===== src/otss_pkg.sv =====
package otss_pkg;

   localparam logic [15:0] ENTERPRISE_BIT = 16'h8000;
   localparam logic [15:0] HEADER_MIN     = 16'd10;
   localparam logic [15:0] SPEC_BYTES     = 16'd4;
   localparam logic [15:0] INTERVAL_LEN   = 16'd4;
   localparam logic [15:0] ALGORITHM_LEN  = 16'd1;

   localparam logic [2:0] ST_OK        = 3'd0;
   localparam logic [2:0] ST_SHORT     = 3'd1;
   localparam logic [2:0] ST_NO_SCOPE  = 3'd2;
   localparam logic [2:0] ST_LEN_SHORT = 3'd3;
   localparam logic [2:0] ST_TRUNC     = 3'd4;

   localparam logic [1:0] CSR_INTERVAL_LEGACY  = 2'd0;
   localparam logic [1:0] CSR_INTERVAL_NEW     = 2'd1;
   localparam logic [1:0] CSR_ALGORITHM_LEGACY = 2'd2;
   localparam logic [1:0] CSR_ALGORITHM_NEW    = 2'd3;

   localparam logic [15:0] INTERVAL_LEGACY_RST  = 16'd34;
   localparam logic [15:0] INTERVAL_NEW_RST     = 16'd305;
   localparam logic [15:0] ALGORITHM_LEGACY_RST = 16'd35;
   localparam logic [15:0] ALGORITHM_NEW_RST    = 16'd304;

   typedef struct packed {
      logic [15:0] interval_id_legacy;
      logic [15:0] interval_id_new;
      logic [15:0] algorithm_id_legacy;
      logic [15:0] algorithm_id_new;
   } cfg_type;

   typedef struct packed {
      logic [2:0]  status;
      logic [15:0] template_id;
      logic [15:0] interval_offset;
      logic [15:0] algorithm_offset;
      logic        report_valid;
      logic        bad_sampler_length;
   } result_type;

endpackage


===== src/otss_csr.sv =====
module otss_csr (
   input  logic             clock,
   input  logic             reset,
   input  logic             csr_valid,
   output logic             csr_ready,
   input  logic [1:0]       csr_index,
   input  logic [15:0]      csr_data,
   output otss_pkg::cfg_type cfg
);
   import otss_pkg::*;

   cfg_type cfg_ff;
   cfg_type cfg_in;

   assign csr_ready = 1'b1;
   assign cfg       = cfg_ff;

   always_comb begin
      cfg_in = cfg_ff;
      if (csr_valid) begin
         case (csr_index)
            CSR_INTERVAL_LEGACY:  cfg_in.interval_id_legacy  = csr_data;
            CSR_INTERVAL_NEW:     cfg_in.interval_id_new     = csr_data;
            CSR_ALGORITHM_LEGACY: cfg_in.algorithm_id_legacy = csr_data;
            CSR_ALGORITHM_NEW:    cfg_in.algorithm_id_new    = csr_data;
            default:              cfg_in = cfg_ff;
         endcase
      end
   end

   always_ff @(posedge clock) begin
      if (reset) begin
         cfg_ff.interval_id_legacy  <= INTERVAL_LEGACY_RST;
         cfg_ff.interval_id_new     <= INTERVAL_NEW_RST;
         cfg_ff.algorithm_id_legacy <= ALGORITHM_LEGACY_RST;
         cfg_ff.algorithm_id_new    <= ALGORITHM_NEW_RST;
      end else begin
         cfg_ff <= cfg_in;
      end
   end

endmodule


===== src/otss_walk.sv =====
module otss_walk (
   input  logic                 clock,
   input  logic                 reset,
   input  logic                 beat,
   input  logic [15:0]          word,
   input  logic                 last,
   input  otss_pkg::cfg_type    cfg,
   output logic                 result_valid,
   output otss_pkg::result_type result
);
   import otss_pkg::*;

   typedef enum logic [3:0] {
      PH_SETID, PH_LEN, PH_TID, PH_FCNT, PH_SCNT,
      PH_FID, PH_FLEN, PH_ENT1, PH_ENT2, PH_DONE
   } phase_type;

   phase_type   phase_ff, phase_in, phase_nx;
   logic [15:0] bytes_ff, bytes_in, bytes_nx;
   logic [15:0] tid_ff, tid_in;
   logic [15:0] fields_ff, fields_in, fields_nx;
   logic [15:0] scopes_ff, scopes_in;
   logic [15:0] pend_ff, pend_in;
   logic [15:0] offset_ff, offset_in;
   logic [15:0] ivl_ff, ivl_in;
   logic [15:0] alg_ff, alg_in;
   logic [2:0]  err_ff, err_in, err_nx;
   logic        mism_ff, mism_in;
   logic        do_next;
   logic        is_ent;
   logic [15:0] bytes_ent;
   logic [2:0]  status;
   logic        ok;

   assign is_ent    = (pend_ff & ENTERPRISE_BIT) != 16'd0;
   assign bytes_ent = is_ent ? (bytes_ff - SPEC_BYTES) : bytes_ff;

   always_comb begin
      phase_nx  = phase_ff;
      bytes_nx  = bytes_ff;
      tid_in    = tid_ff;
      fields_nx = fields_ff;
      scopes_in = scopes_ff;
      pend_in   = pend_ff;
      offset_in = offset_ff;
      ivl_in    = ivl_ff;
      alg_in    = alg_ff;
      err_nx    = err_ff;
      mism_in   = mism_ff;
      do_next   = 1'b0;

      case (phase_ff)
         PH_SETID: phase_nx = PH_LEN;
         PH_LEN: begin
            if (word < HEADER_MIN) begin
               err_nx   = (err_ff == ST_OK) ? ST_SHORT : err_ff;
               phase_nx = PH_DONE;
            end else begin
               bytes_nx = word - HEADER_MIN;
               phase_nx = PH_TID;
            end
         end
         PH_TID: begin
            tid_in   = word;
            phase_nx = PH_FCNT;
         end
         PH_FCNT: begin
            fields_nx = word;
            phase_nx  = PH_SCNT;
         end
         PH_SCNT: begin
            scopes_in = word;
            if (word == 16'd0) begin
               err_nx   = (err_ff == ST_OK) ? ST_NO_SCOPE : err_ff;
               phase_nx = PH_DONE;
            end else if ({2'b00, bytes_ff} < {fields_ff, 2'b00}) begin
               err_nx   = (err_ff == ST_OK) ? ST_LEN_SHORT : err_ff;
               phase_nx = PH_DONE;
            end else begin
               if (word > fields_ff) fields_nx = word;
               do_next = 1'b1;
            end
         end
         PH_FID: begin
            pend_in  = word;
            phase_nx = PH_FLEN;
         end
         PH_FLEN: begin
            if (is_ent && (bytes_ff < SPEC_BYTES)) begin
               err_nx   = (err_ff == ST_OK) ? ST_TRUNC : err_ff;
               phase_nx = PH_DONE;
            end else begin
               bytes_nx = bytes_ent;
               if (scopes_ff != 16'd0) begin
                  scopes_in = scopes_ff - 16'd1;
               end else if ((pend_ff == cfg.interval_id_legacy) ||
                            (pend_ff == cfg.interval_id_new)) begin
                  if (word == INTERVAL_LEN) ivl_in = offset_ff;
                  else mism_in = 1'b1;
               end else if ((pend_ff == cfg.algorithm_id_legacy) ||
                            (pend_ff == cfg.algorithm_id_new)) begin
                  if (word == ALGORITHM_LEN) alg_in = offset_ff;
                  else mism_in = 1'b1;
               end
               offset_in = offset_ff + word;
               fields_nx = fields_ff - 16'd1;
               if (is_ent) phase_nx = PH_ENT1;
               else do_next = 1'b1;
            end
         end
         PH_ENT1: phase_nx = PH_ENT2;
         PH_ENT2: do_next = 1'b1;
         PH_DONE: phase_nx = PH_DONE;
         default: phase_nx = PH_DONE;
      endcase

      phase_in  = phase_nx;
      bytes_in  = bytes_nx;
      fields_in = fields_nx;
      err_in    = err_nx;
      if (do_next) begin
         if (fields_nx == 16'd0) begin
            phase_in = PH_DONE;
         end else if (bytes_nx < SPEC_BYTES) begin
            err_in   = (err_nx == ST_OK) ? ST_TRUNC : err_nx;
            phase_in = PH_DONE;
         end else begin
            bytes_in = bytes_nx - SPEC_BYTES;
            phase_in = PH_FID;
         end
      end
   end

   always_comb begin
      if (err_in != ST_OK) status = err_in;
      else if (phase_in inside {PH_SETID, PH_LEN, PH_TID, PH_FCNT, PH_SCNT}) status = ST_SHORT;
      else if (phase_in != PH_DONE) status = ST_TRUNC;
      else status = ST_OK;
   end

   assign ok                        = (status == ST_OK);
   assign result_valid              = beat && last;
   assign result.status             = status;
   assign result.template_id        = tid_in;
   assign result.interval_offset    = ok ? ivl_in : 16'd0;
   assign result.algorithm_offset   = ok ? alg_in : 16'd0;
   assign result.report_valid       = ok && (ivl_in != 16'd0);
   assign result.bad_sampler_length = mism_in;

   always_ff @(posedge clock) begin
      if (reset || (beat && last)) begin
         phase_ff  <= PH_SETID;
         bytes_ff  <= '0;
         tid_ff    <= '0;
         fields_ff <= '0;
         scopes_ff <= '0;
         pend_ff   <= '0;
         offset_ff <= '0;
         ivl_ff    <= '0;
         alg_ff    <= '0;
         err_ff    <= ST_OK;
         mism_ff   <= 1'b0;
      end else if (beat) begin
         phase_ff  <= phase_in;
         bytes_ff  <= bytes_in;
         tid_ff    <= tid_in;
         fields_ff <= fields_in;
         scopes_ff <= scopes_in;
         pend_ff   <= pend_in;
         offset_ff <= offset_in;
         ivl_ff    <= ivl_in;
         alg_ff    <= alg_in;
         err_ff    <= err_in;
         mism_ff   <= mism_in;
      end
   end

   a_err_done: assert property (@(posedge clock) disable iff (reset)
      (err_ff != ST_OK) |-> (phase_ff == PH_DONE))
      else $error("error code held outside done phase");

   a_walk_fields: assert property (@(posedge clock) disable iff (reset)
      ((phase_ff == PH_FID) || (phase_ff == PH_FLEN)) |-> (fields_ff != 16'd0))
      else $error("field walk with no fields left");

   a_last_clears: assert property (@(posedge clock) disable iff (reset)
      (beat && last) |=> ((phase_ff == PH_SETID) && (err_ff == ST_OK) && (offset_ff == 16'd0)))
      else $error("state not cleared after last beat");

endmodule


===== src/otss_out.sv =====
module otss_out (
   input  logic                 clock,
   input  logic                 reset,
   input  logic                 load,
   input  otss_pkg::result_type load_data,
   output logic                 can_load,
   output logic                 rsp_valid,
   input  logic                 rsp_ready,
   output otss_pkg::result_type rsp_data
);
   import otss_pkg::*;

   logic       valid_ff, valid_in;
   result_type data_ff;

   assign can_load  = !valid_ff || rsp_ready;
   assign valid_in  = load || (valid_ff && !rsp_ready);
   assign rsp_valid = valid_ff;
   assign rsp_data  = data_ff;

   always_ff @(posedge clock) begin
      if (reset) valid_ff <= 1'b0;
      else valid_ff <= valid_in;
   end

   always_ff @(posedge clock) begin
      if (load) data_ff <= load_data;
   end

   a_load_shows: assert property (@(posedge clock) disable iff (reset)
      load |=> (valid_ff && (data_ff == $past(load_data))))
      else $error("loaded result not presented");

   a_report_ok: assert property (@(posedge clock) disable iff (reset)
      (valid_ff && data_ff.report_valid) |->
         ((data_ff.status == ST_OK) && (data_ff.interval_offset != 16'd0)))
      else $error("report flagged without ok status");

endmodule


===== src/ipfix_option_template_sampler_scan.sv =====
// Scans one IPFIX options template set, a 16-bit word per beat from the set id
// onwards, and returns one result on the beat flagged last: status, template id
// and the record offsets of the sampling interval and sampling algorithm fields.
// A word can be accepted on every clock; the result appears on rsp_ in the
// cycle after the last beat is accepted, from a single output register, and the
// input stalls only while that register holds a result not yet taken. The four
// element-id registers are written through csr_ (index 0 to 3) and should be
// changed only between sets.
module ipfix_option_template_sampler_scan (
   input  logic        clock,
   input  logic        reset,
   input  logic        req_valid,
   output logic        req_ready,
   input  logic [15:0] req_word,
   input  logic        req_last,
   output logic        rsp_valid,
   input  logic        rsp_ready,
   output logic [2:0]  rsp_status,
   output logic [15:0] rsp_template_id,
   output logic [15:0] rsp_interval_offset,
   output logic [15:0] rsp_algorithm_offset,
   output logic        rsp_report_valid,
   output logic        rsp_bad_sampler_length,
   input  logic        csr_valid,
   output logic        csr_ready,
   input  logic [1:0]  csr_index,
   input  logic [15:0] csr_data
);
   import otss_pkg::*;

   cfg_type    cfg;
   result_type result;
   result_type rsp_data;
   logic       result_valid;
   logic       can_load;
   logic       beat;

   assign req_ready = can_load;
   assign beat      = req_valid && req_ready;

   otss_csr u_csr (
      .clock     (clock),
      .reset     (reset),
      .csr_valid (csr_valid),
      .csr_ready (csr_ready),
      .csr_index (csr_index),
      .csr_data  (csr_data),
      .cfg       (cfg)
   );

   otss_walk u_walk (
      .clock        (clock),
      .reset        (reset),
      .beat         (beat),
      .word         (req_word),
      .last         (req_last),
      .cfg          (cfg),
      .result_valid (result_valid),
      .result       (result)
   );

   otss_out u_out (
      .clock     (clock),
      .reset     (reset),
      .load      (result_valid),
      .load_data (result),
      .can_load  (can_load),
      .rsp_valid (rsp_valid),
      .rsp_ready (rsp_ready),
      .rsp_data  (rsp_data)
   );

   assign rsp_status             = rsp_data.status;
   assign rsp_template_id        = rsp_data.template_id;
   assign rsp_interval_offset    = rsp_data.interval_offset;
   assign rsp_algorithm_offset   = rsp_data.algorithm_offset;
   assign rsp_report_valid       = rsp_data.report_valid;
   assign rsp_bad_sampler_length = rsp_data.bad_sampler_length;

endmodule

===== config.mk =====
export PLATFORM = sky130hd
export DESIGN_NAME = ipfix_option_template_sampler_scan
export DESIGN_NICKNAME = d
export VERILOG_FILES = /design/src/otss_pkg.sv /design/src/otss_csr.sv /design/src/otss_walk.sv /design/src/otss_out.sv /design/src/ipfix_option_template_sampler_scan.sv
export SDC_FILE = /design/constraint.sdc
export NUM_CORES = 1
export LEC_CHECK = 0
export ABC_CLOCK_PERIOD_IN_PS = 12930
export BUFFER_PORTS_ARGS = -buffer_cell sky130_fd_sc_hd__buf_2
export CAP_MARGIN = 25
export CORE_ASPECT_RATIO = 1.4
export CORE_MARGIN = 4
export CORE_UTILIZATION = 43
export DETAILED_ROUTE_END_ITERATION = 8
export PLACE_DENSITY = 0.69
export RECOVER_POWER = 50
export SLEW_MARGIN = 30
export SYNTH_ARGS = -nofsm -noshare
export SYNTH_HDL_FRONTEND = slang
export SYNTH_SLANG_ARGS = --single-unit

===== constraint.sdc =====
create_clock -name clock -period 12.93 [get_ports clock]
set_input_delay 1.9395 -clock clock [delete_from_list [all_inputs] [get_ports clock]]
set_output_delay 1.9395 -clock clock [all_outputs]
set_load 0.03 [all_outputs]

# After elaboration in Yosys (flattened, before gate mapping)
# Index checks and enable logic that the tools add are counted.
# W data, S select, Z words.
word_totals:
  register_bits: 254
  wordCells: 154
  ram_bits: 0
  inputBits: 40
  n_memories: 0
  romBits: 0
  output_inout_bits: 56
  latchBits: 0
classes:
  eq_ne: 24
  n_bitwise: 1
  n_mul: 0
  div_mod_pow: 0
  shifts: 0
  mux: 64
  n_reduce_logical: 32
  n_addsub: 6
  n_lt_le_gt_ge: 5
ops:
  columns: ["op", "n"]
  rows:
  - ["$mux W16", 24]
  - ["$eq A16 B16 Y1", 4]
  - ["$pmux W16 S2", 2]
  - ["$pmux W16 S3", 1]
  - ["$mux W3", 15]
  - ["$pmux W4 S9", 1]
  - ["$logic_not A16 Y1", 2]
  - ["$lt A16 B3 Y1 const B", 2]
  - ["$mux W4", 8]
  - ["$reduce_bool A16 Y1", 2]
  - ["$sub A16 B1 Y16 const B", 2]
  - ["$sub A16 B3 Y16 const B", 2]
  - ["$eq A4 B3 Y1 const B", 5]
  - ["$lt A16 B18 Y1", 1]
  - ["$add A16 B16 Y16", 1]
  - ["$eq A16 B1 Y1 const B", 1]
  - ["$eq A16 B3 Y1 const B", 1]
  - ["$eq A4 B2 Y1 const B", 4]
  - ["$gt A16 B16 Y1", 1]
  - ["$lt A16 B4 Y1 const B", 1]
  - ["$sub A16 B4 Y16 const B", 1]
  - ["$mux W1", 11]
  - ["$reduce_and A2 Y1", 5]
  - ["$logic_not A3 Y1", 3]
  - ["20 further kinds", 32]

# Logic depth before layout (Yosys ltp)
# Gate-level depths: netlist of the first run.
depth:
  word_depth: 14
  ltp_mapped: 17

# Modules after synthesis
# From an unflattened synthesis of the first run, not the netlist that was laid out.
unflattened:
  cells_unflattened: 1682
  hier_area_um2: 14636.5
modules_own_cells:
  columns: ["module", "seq_area_each_um2", "instances", "cells_each", "area_each_um2"]
  rows:
  - ["otss_walk", 2682.6, 1, 1389, 10447.5]
  - ["otss_csr", 1281.2, 1, 235, 2544.9]
  - ["otss_out", 1611.5, 1, 57, 1637.8]
  - ["ipfix_option_template_sampler_scan", 0.0, 1, 1, 6.3]

# Least setup slack after synthesis of the first run
# No wires, ideal clock.
synth_timing:
  path_kind: "input port to flip-flop"
  from: "in req_word[13]"
  to: "reg u_out.data_ff (netlist bit u_out.rsp_data[52]), data pin"
  path_stages: 13
  setup_slack_ps: 7537
  arrival_time_ps: 5127
  setup_ps: 266
  cell_sequence: "clkbuf_1 > nor4_1 > nand3_1 > nor4_1 > nand3_1 > and4_1 > a311o_1 > o41a_1 > a2111oi_4 > a21oi_2 > clkbuf_1 > a31oi_1 > o21ai_0"
synth_rtl:
  columns: ["item", "line_no", "rtl"]
  rows:
  - ["from (decl)", "ipfix_option_template_sampler_scan.sv:14", "input logic [15:0] req_word,"]
  - ["to (signal assigned)", "otss_out.sv:27", "if (load) data_ff <= load_data;"]
  - ["to (decl)", "otss_out.sv:14", "result_type data_ff;"]

# Worst setup path in the final report of the first run
layout_timing:
  from: "in req_word[6]"
  to: "reg u_out.data_ff (netlist bit u_out.rsp_data[19]), data pin"
layout_via:
  elab_chain_len: 13
  word_cells_on_any_way: 46
  classes_between: "1 x add/sub; 3 x order compare; 6 x eq/ne; 29 x mux; 7 x reduce/logical"
layout_rtl:
  columns: ["item"]
  rows:
  - ["parallel branches: the longest is 13 deep, another holds $sub A16 B4 Y16"]
# Parallel ways; which one is timed is not known.
# A chain may end at the register's enable or synchronous reset.

==> results of run 1 <==
==> cells by family (layout without fill, tap and decap cells) <==
kind of cell	count (synthesis)	in the layout	share of synthesized area (%)
AO/OA/AOI/OAI	398	398	17.5
AND/OR/NAND/NOR	734	734	23.9
other	1	2	0.0259
flip-flops	252	252	38.5
XOR/XNOR	84	84	5.07
adder cells (fa/ha/maj)	50	50	4.37
multiplexers	83	83	5.88
buffers and inverters	172	204	4.83
==> worst max-delay path: cells and delay by family <==
kind | cells | cell delay [ns]
compound gates | 5 | 1.97
buf+inv | 2 | 0.47
simple gates | 7 | 2.48
==> sequential cells by signal, summed over array words and instances (netlist names), 4 cells and up <==
signal,count
u_walk.ivl_ff,16
u_walk.pend_ff,16
u_walk.phase_ff,4
u_walk.alg_ff,16
u_out.rsp_data,53
u_walk.fields_ff,16
u_walk.bytes_ff,14
u_csr.cfg,64
u_walk.scopes_ff,16
u_walk.offset_ff,16
u_walk.tid_ff,16
==> layer usage <==
layer,vias to the layer above,track usage (%),routed length (µm)
li1,6361,-,-
met1,6321,28.1,17300
met2,524,44.0,23200
met3,182,3.57,2940
met4,0,16.1,3580
met5,-,0,0
==> final timing paths <==
kind	endpoint	slack, ns	cells past startpoint
setup / recovery	u_out.rsp_data[19]$_SDFFCE_PP0P_	6.43	14
hold / removal	u_walk.mism_ff$_SDFFE_PP0P_	0.46	2
setup reg to reg	u_out.rsp_data[19]$_SDFFCE_PP0P_	6.98	14
hold reg to reg	u_walk.mism_ff$_SDFFE_PP0P_	0.46	2
==> cells in the mapped netlist, drive strengths merged, types with 8 or more instances <==
cell type,instances,share of area (%)
dfxtp,199,27
ha,49,4.2
nand3b,17,0.88
a21oi,159,5.5
o22ai,15,0.65
xnor2,14,0.85
inv,42,1.1
nand3,43,1.5
nor2,194,5.0
a21o,10,0.53
mux2i,65,4.5
o41ai,8,0.48
mux2,18,1.4
clkbuf,106,2.7
a211oi,19,0.98
o21ai,73,2.5
xor2,70,4.2
nand2b,11,0.47
a31oi,14,0.60
nor4,37,1.7
or3,12,0.52
nand4,24,1.0
buf,23,0.98
or4,11,0.62
nor3,57,2.0
edfxtp,53,11
nand2,268,7.0
or2,10,0.43
==> stage by stage <==
stage,instance area [µm²],power (mW)
2_1_floorplan,14500,1.12
3_3_place_gp,15100,1.22
3_5_place_dp,15200,1.22
4_1_cts,16000,1.99
5_1_grt,15900,2.06
6_report,15900,1.98
==> power groups by stage <==
| stage | clock network [mW] | registers, mW | logic [mW] |
|---|---|---|---|
| final | 0.770 | 0.851 | 0.362 |
| after global routing | 0.816 | 0.853 | 0.394 |
| after CTS | 0.783 | 0.849 | 0.358 |
| after detailed placement | 0 | 0.867 | 0.356 |
| after global placement | 0 | 0.866 | 0.354 |
| after floorplan | 0 | 0.872 | 0.245 |
==> final cells by class <==
cell class / count / area (µm²) / share of cell area, %
inverter: 43 / 161 / 1.01
clock buffer: 34 / 723 / 4.54
tap: 445 / 557 / 3.49
multi-input combinational: 1350 / 8240 / 51.7
antenna: 1 / 2.50 / 0.0157
timing repair buffer: 113 / 544 / 3.41
sequential: 252 / 5580 / 35.0
clock inverter: 14 / 138 / 0.863
==> impl_metrics.py, run 1 <==
metrics = {
    "status": {
        "result_of_the_run": "finished, violations left",
        "violations": "capacitance limit, slew limit",
    },
    "worst_setup_path": {
        "cp_slowest_stage_delay_ns": 0.72,
        "crit_fanout": 32,
        "path_cells": "buf_2 > nor4_2 > nand3_1 > nor4_1 > nand3_1 > nand4_1 > o22ai_1 > a311oi_1 > nand4b_1 > a2111oi_4 > a21o_2 > nand2b_1 > buf_4 > a211oi_1",
        "cp_slowest_cell": "a311oi_1",
        "timing.critical_path.required_ns": 13.30,
        "critPathKind": "in2reg",
        "crit_path_end_kind": "flip-flop",
        "worst_setup_path_start_kind": "input port",
        "cp-startpoint": "req_word[6]",
        "crit_top_cell": "nand3_1",
        "worstPathArrival_ns": 6.88,
        "rr_startpoint": "u_walk.fields_ff[7]$_SDFFE_PP0P_",
    },
    "final_layout": {
        "instances_no_fill": 2252,
        "area_delta_synth_final_pct": 9.97,
        "layout.cells.most_common": "nand2_1",
        "final.fill_count": 3241,
        "num-nets-final": 1876,
        "finish.utilization_pct": 47.9,
        "mostFrequentLayoutCells": "nand2_1 (267), dfxtp_1 (199), nor2_1 (193)",
        "final_layout_size_suffix_gt1_share_pct": 8.14,
    },
    "drt": {
        "drc_violations_left": 0,
        "vias": 13388,
        "post_drt_wl_per_cell_um": 20.9,
        "detail_route.first_pass.iterations": 6,
        "route.detailed.vias_per_inst": 5.94,
        "number_of_routed_nets_with_antenna_violations": 0,
        "detail_route.wirelength_mm": 47.1,
        "detailedRoute.firstIterationViolations": 1123,
    },
    "floorplanning": {
        "ios": 96,
        "design.die.area_um2": 36800,
        "design.core.area_um2": 33300,
        "chipHeight_um": 225,
        "floorplan.die.width_um": 163,
        "rows": 79,
        "initial_core_util_pct": 43.5,
    },
    "power": {
        "cell_internal_pwr_mw": 1.38,
        "power.clock.fraction_pct": 38.8,
        "combPwrFrac_pct": 18.3,
        "switchingPower_mw": 0.605,
        "total_leakage_power_nw": 6.22,
        "power-per-cell-area_nw_per_um2": 124,
        "ir_drop_mv": 0.103,
        "seq_power_share_pct": 42.9,
        "sw_frac_of_total_pct": 30.5,
    },
    "timing": {
        "min_period_over_period_pct": 50.3,
        "grt_setup_unrepaired": "no",
        "worst_clock_skew_ns": 0.0283,
        "tns_ns": 0,
        "finalSetupViolCount": 0,
        "period_needed_ns": 6.50,
        "holdWs_ns": 0.462,
        "timing.final.max_slew_violations": 125,
        "timing.fmax_mhz": 154,
        "worst_path_setup_slack_after_routing_ns": 6.43,
        "slew_headroom_pct": -113,
        "max_slew.worst_pin.slew_ns": 3.19,
        "timing_hold_violations_final": 0,
    },
    "clocking": {
        "post_cts_resize_count": 0,
        "tritoncts": "done",
        "cts.sinks": 252,
        "bufs_on_longest_clock_path": 3,
        "post_cts_hold_fix_bufs": 0,
        "cts-root-buf": "clkbuf_16",
        "cts-htree-levels": 1,
        "cts.repair_timing.setup_buffer_count": 0,
        "clk_pin_slew_ns": 0.06,
        "cts_made_buffers": 26,
        "worst_skew_pair.late_latency_ns": 0.56,
    },
    "grt": {
        "via_count_of_the_first_global_routing_pass": 13107,
        "grt_use_total_pct": 25.0,
        "grt_pass1_wl_mm": 72.9,
        "global_route.overflow_total": 0,
        "initial_antenna_violation_count": 0,
        "pin_count_of_the_biggest_net_entering_global_routing": 69,
    },
    "yosys": {
        "post_synth_inst_count": 1774,
        "syn_nets": 1864,
        "post_synth_instance_area_um2": 14500,
        "yosys_warnings": 0,
        "seq_area_frac_synth_pct": 38.5,
        "post_synthesis_register_bit_count": 252,
        "mean_syn_cell_area_um2": 8.17,
        "synth-edff-count": 53,
        "async_reset_ff_share_pct": 0,
        "synth_flop_cell": "dfxtp_1",
        "netlist-cell-type-count": 92,
    },
    "place": {
        "portBuffers": 94,
        "dp_slack_ns": 6.24,
        "routabilityCongestion": 1.05,
        "place.detailed.hpwl_mm": 33.7,
        "placedCellCount": 2203,
    },
    "worst_hold_path": {
        "min-delay-path-class": "reg2reg",
        "min_from": "u_walk.mism_ff$_SDFFE_PP0P_",
    },
    "flow_run": {
        "timing.max_cap.violations": 2,
    },
}
Power figures use the tool's default switching activity.
==> inputs of run 2 (changes only) <==
--- a/config.mk
+++ b/config.mk
@@ -5,7 +5,7 @@
 export SDC_FILE = /design/constraint.sdc
 export NUM_CORES = 1
 export LEC_CHECK = 0
-export ABC_CLOCK_PERIOD_IN_PS = 12930
+export ABC_CLOCK_PERIOD_IN_PS = 6600
 export BUFFER_PORTS_ARGS = -buffer_cell sky130_fd_sc_hd__buf_2
 export CAP_MARGIN = 25
 export CORE_ASPECT_RATIO = 1.4
==> constraint.sdc (replaced) <==
create_clock -name clock -period 6.6 [get_ports clock]
set_input_delay 0.99 -clock clock [delete_from_list [all_inputs] [get_ports clock]]
set_output_delay 0.99 -clock clock [all_outputs]
set_load 0.03 [all_outputs]
==> run 2 against run 1 <==
Compared with the run above:
- the run still ends with capacitance limit, slew limit left
- worst setup slack lost 5.5 ns
- clock-buffer cell count decreased by 5
- critical path depth shrank 1
- combinational power is 94% higher
- cell area about the same
- utilization barely moved
- clock skew shrank 0.0082 ns
- sequential cell count is the same
- sequential share of layout area about the same
- critical endpoint is now u_walk.bytes_ff[11]$_SDFFE_PP0P_
==> impl_metrics.py, run 2 (synthesized netlist as in run 1, its figures left out) <==
metrics = {
    "worst_setup_path": {
        "crit_path_end_kind": "flip-flop",
        "cp_slowest_stage_delay_ns": 1.56,
        "cp_num_buf_inv": 4,
        "crit_fanout": 55,
        "rr_startpoint": "u_walk.fields_ff[9]$_SDFFE_PP0P_",
        "cp-startpoint": "rsp_ready",
        "worstSetupPathDepth": 13,
        "timing.critical_path.required_ns": 7.03,
        "worst_path_dominant_cell_family": "buffers and inverters",
        "path_cells": "buf_2 > nand2b_1 > and2_0 > clkbuf_1 > nand2_1 > clkinv_1 > clkbuf_2 > or2_4 > nor2_1 > and2_1 > a22o_1 > a21oi_1 > nand3_1",
        "cp_slowest_cell": "clkbuf_1",
        "critPathKind": "in2reg",
        "worstPathArrival_ns": 6.07,
        "regToRegSetupSlack_ns": 1.08,
        "worst_setup_path_start_kind": "input port",
        "reg2reg_to": "u_out.rsp_data[29]$_SDFFCE_PP0P_",
        "reg2reg_depth": 15,
    },
    "grt": {
        "initial_antenna_violation_count": 0,
        "pin_count_of_the_biggest_net_entering_global_routing": 69,
        "global_route.overflow_total": 0,
        "grt_use_total_pct": 23.6,
        "via_count_of_the_first_global_routing_pass": 12468,
        "grt_pass1_wl_mm": 69.2,
    },
    "floorplanning": {
        "initial_core_util_pct": 43.5,
        "design.core.area_um2": 33300,
        "design.die.area_um2": 36800,
        "ios": 96,
        "rows": 79,
        "floorplan.die.width_um": 163,
        "chipHeight_um": 225,
    },
    "drt": {
        "route.detailed.vias_per_inst": 5.91,
        "vias": 13325,
        "number_of_routed_nets_with_antenna_violations": 0,
        "post_drt_wl_per_cell_um": 20.0,
        "detailedRoute.firstIterationViolations": 1144,
        "detail_route.wirelength_mm": 45.1,
        "drc_violations_left": 0,
        "detail_route.first_pass.iterations": 5,
    },
    "power": {
        "switchingPower_mw": 1.16,
        "power-per-cell-area_nw_per_um2": 243,
        "sw_frac_of_total_pct": 30.1,
        "combPwrFrac_pct": 18.1,
        "total_leakage_power_nw": 6.19,
        "seq_power_share_pct": 43.0,
        "cell_internal_pwr_mw": 2.71,
        "power.clock.fraction_pct": 38.8,
        "ir_drop_mv": 0.205,
    },
    "clocking": {
        "tritoncts": "done",
        "post_cts_hold_fix_bufs": 0,
        "post_cts_resize_count": 0,
        "worst_skew_pair.late_latency_ns": 0.55,
        "cts-root-buf": "clkbuf_16",
        "cts.repair_timing.setup_buffer_count": 0,
        "cts-htree-levels": 1,
        "cts_made_buffers": 25,
        "clk_pin_slew_ns": 0.07,
        "bufs_on_longest_clock_path": 3,
        "cts.sinks": 252,
    },
    "timing": {
        "timing.fmax_mhz": 177,
        "timing_hold_violations_final": 0,
        "timing.final.max_slew_violations": 97,
        "slew_headroom_pct": -47.2,
        "grt_setup_unrepaired": "no",
        "max_slew.worst_pin.slew_ns": 2.21,
        "period_needed_ns": 5.64,
        "min_period_over_period_pct": 85.5,
        "finalSetupViolCount": 0,
        "holdWs_ns": 0.466,
        "worst_clock_skew_ns": 0.0201,
        "tns_ns": 0,
    },
    "flow_run": {
        "timing.max_cap.violations": 2,
    },
    "worst_hold_path": {
        "worst_hold_end": "u_csr.cfg[60]$_SDFFE_PP0P_",
        "min-delay-path-class": "reg2reg",
        "hold_path_depth": 2,
        "min_from": "u_csr.cfg[60]$_SDFFE_PP0P_",
    },
    "final_layout": {
        "instances_no_fill": 2256,
        "area_delta_synth_final_pct": 9.97,
        "num-nets-final": 1880,
        "mostFrequentLayoutCells": "nand2_1 (267), dfxtp_1 (199), nor2_1 (193)",
        "largest_reg_flops": 64,
        "layout.cells.most_common": "nand2_1",
        "final_layout_size_suffix_gt1_share_pct": 7.96,
    },
    "place": {
        "routabilityCongestion": 0.984,
        "place.detailed.hpwl_mm": 32.2,
        "portBuffers": 94,
        "placedCellCount": 2208,
    },
    "status": {
        "result_of_the_run": "finished, violations left",
        "violations": "capacitance limit, slew limit",
    },
}
-- run 2: changes by cell type in the layout (fill, tap and decap cells not counted), moves of 2 or more --
cell,delta
clkbuf_8,-2
mux2_2,+9
bufinv_16,+2
clkbuf_16,-2
buf_2,-10
mux2_1,-9
clkbuf_1,+9
buf_4,+5
clkinv_1,+2
-- run 2: cell type report --
type                       count  area, µm²
fill                        3212      17400
multi-input combinational   1350       8240
sequential                   252       5580
clock buffer                  29        641
timing repair buffer         118        571
tap                          445        557
clock inverter                17        201
inverter                      43        161
antenna                        2       5.00
-- run 2: layer usage --
layer,global-route usage [%],part of all wire (%)
met1,27.6,38
met2,41.2,49
met3,3.26,6.7
met4,13.3,6.4
met5,0,0
-- run 2: tightest hold or removal path: stages (launching register included) --
cell,delay [ns]
dfxtp_1,0.32
nand2_1,0.05
a21oi_1,0.05
-- run 2: worst max path at each step --
stage,endpoint,slack [ns]
after floorplan,u_out.rsp_data[52]$_DFFE_PP_,2.16
after global placement,u_out.rsp_data[12]$_SDFFCE_PP0P_,1.19
after detailed placement,u_out.rsp_data[12]$_SDFFCE_PP0P_,0.96
after CTS,u_out.rsp_data[12]$_SDFFCE_PP0P_,1.22
after global routing,u_walk.bytes_ff[11]$_SDFFE_PP0P_,0.43
final,u_walk.bytes_ff[11]$_SDFFE_PP0P_,0.96
-- run 2: power groups by stage --
stage / logic, mW / registers, mW / clock network (mW)
6_report: 0.702 / 1.66 / 1.50
3_3_place_gp: 0.685 / 1.70 / 0
3_5_place_dp: 0.693 / 1.70 / 0
5_1_grt: 0.759 / 1.67 / 1.59
4_1_cts: 0.696 / 1.66 / 1.52
2_1_floorplan: 0.480 / 1.71 / 0
-- run 2: stage by stage --
| stage | worst slack (ns) | utilization [%] | area [µm²] | total power [mW] |
|---|---|---|---|---|
| 2_1_floorplan | 2.16 | - | 14500 | 2.19 |
| 3_3_place_gp | 1.19 | 45.6 | 15200 | 2.38 |
| 3_5_place_dp | 0.958 | 45.6 | 15200 | 2.39 |
| 4_1_cts | 1.22 | 48.1 | 16000 | 3.88 |
| 5_1_grt | 0.432 | 47.9 | 15900 | 4.02 |
| 6_report | 0.956 | 47.9 | 15900 | 3.87 |
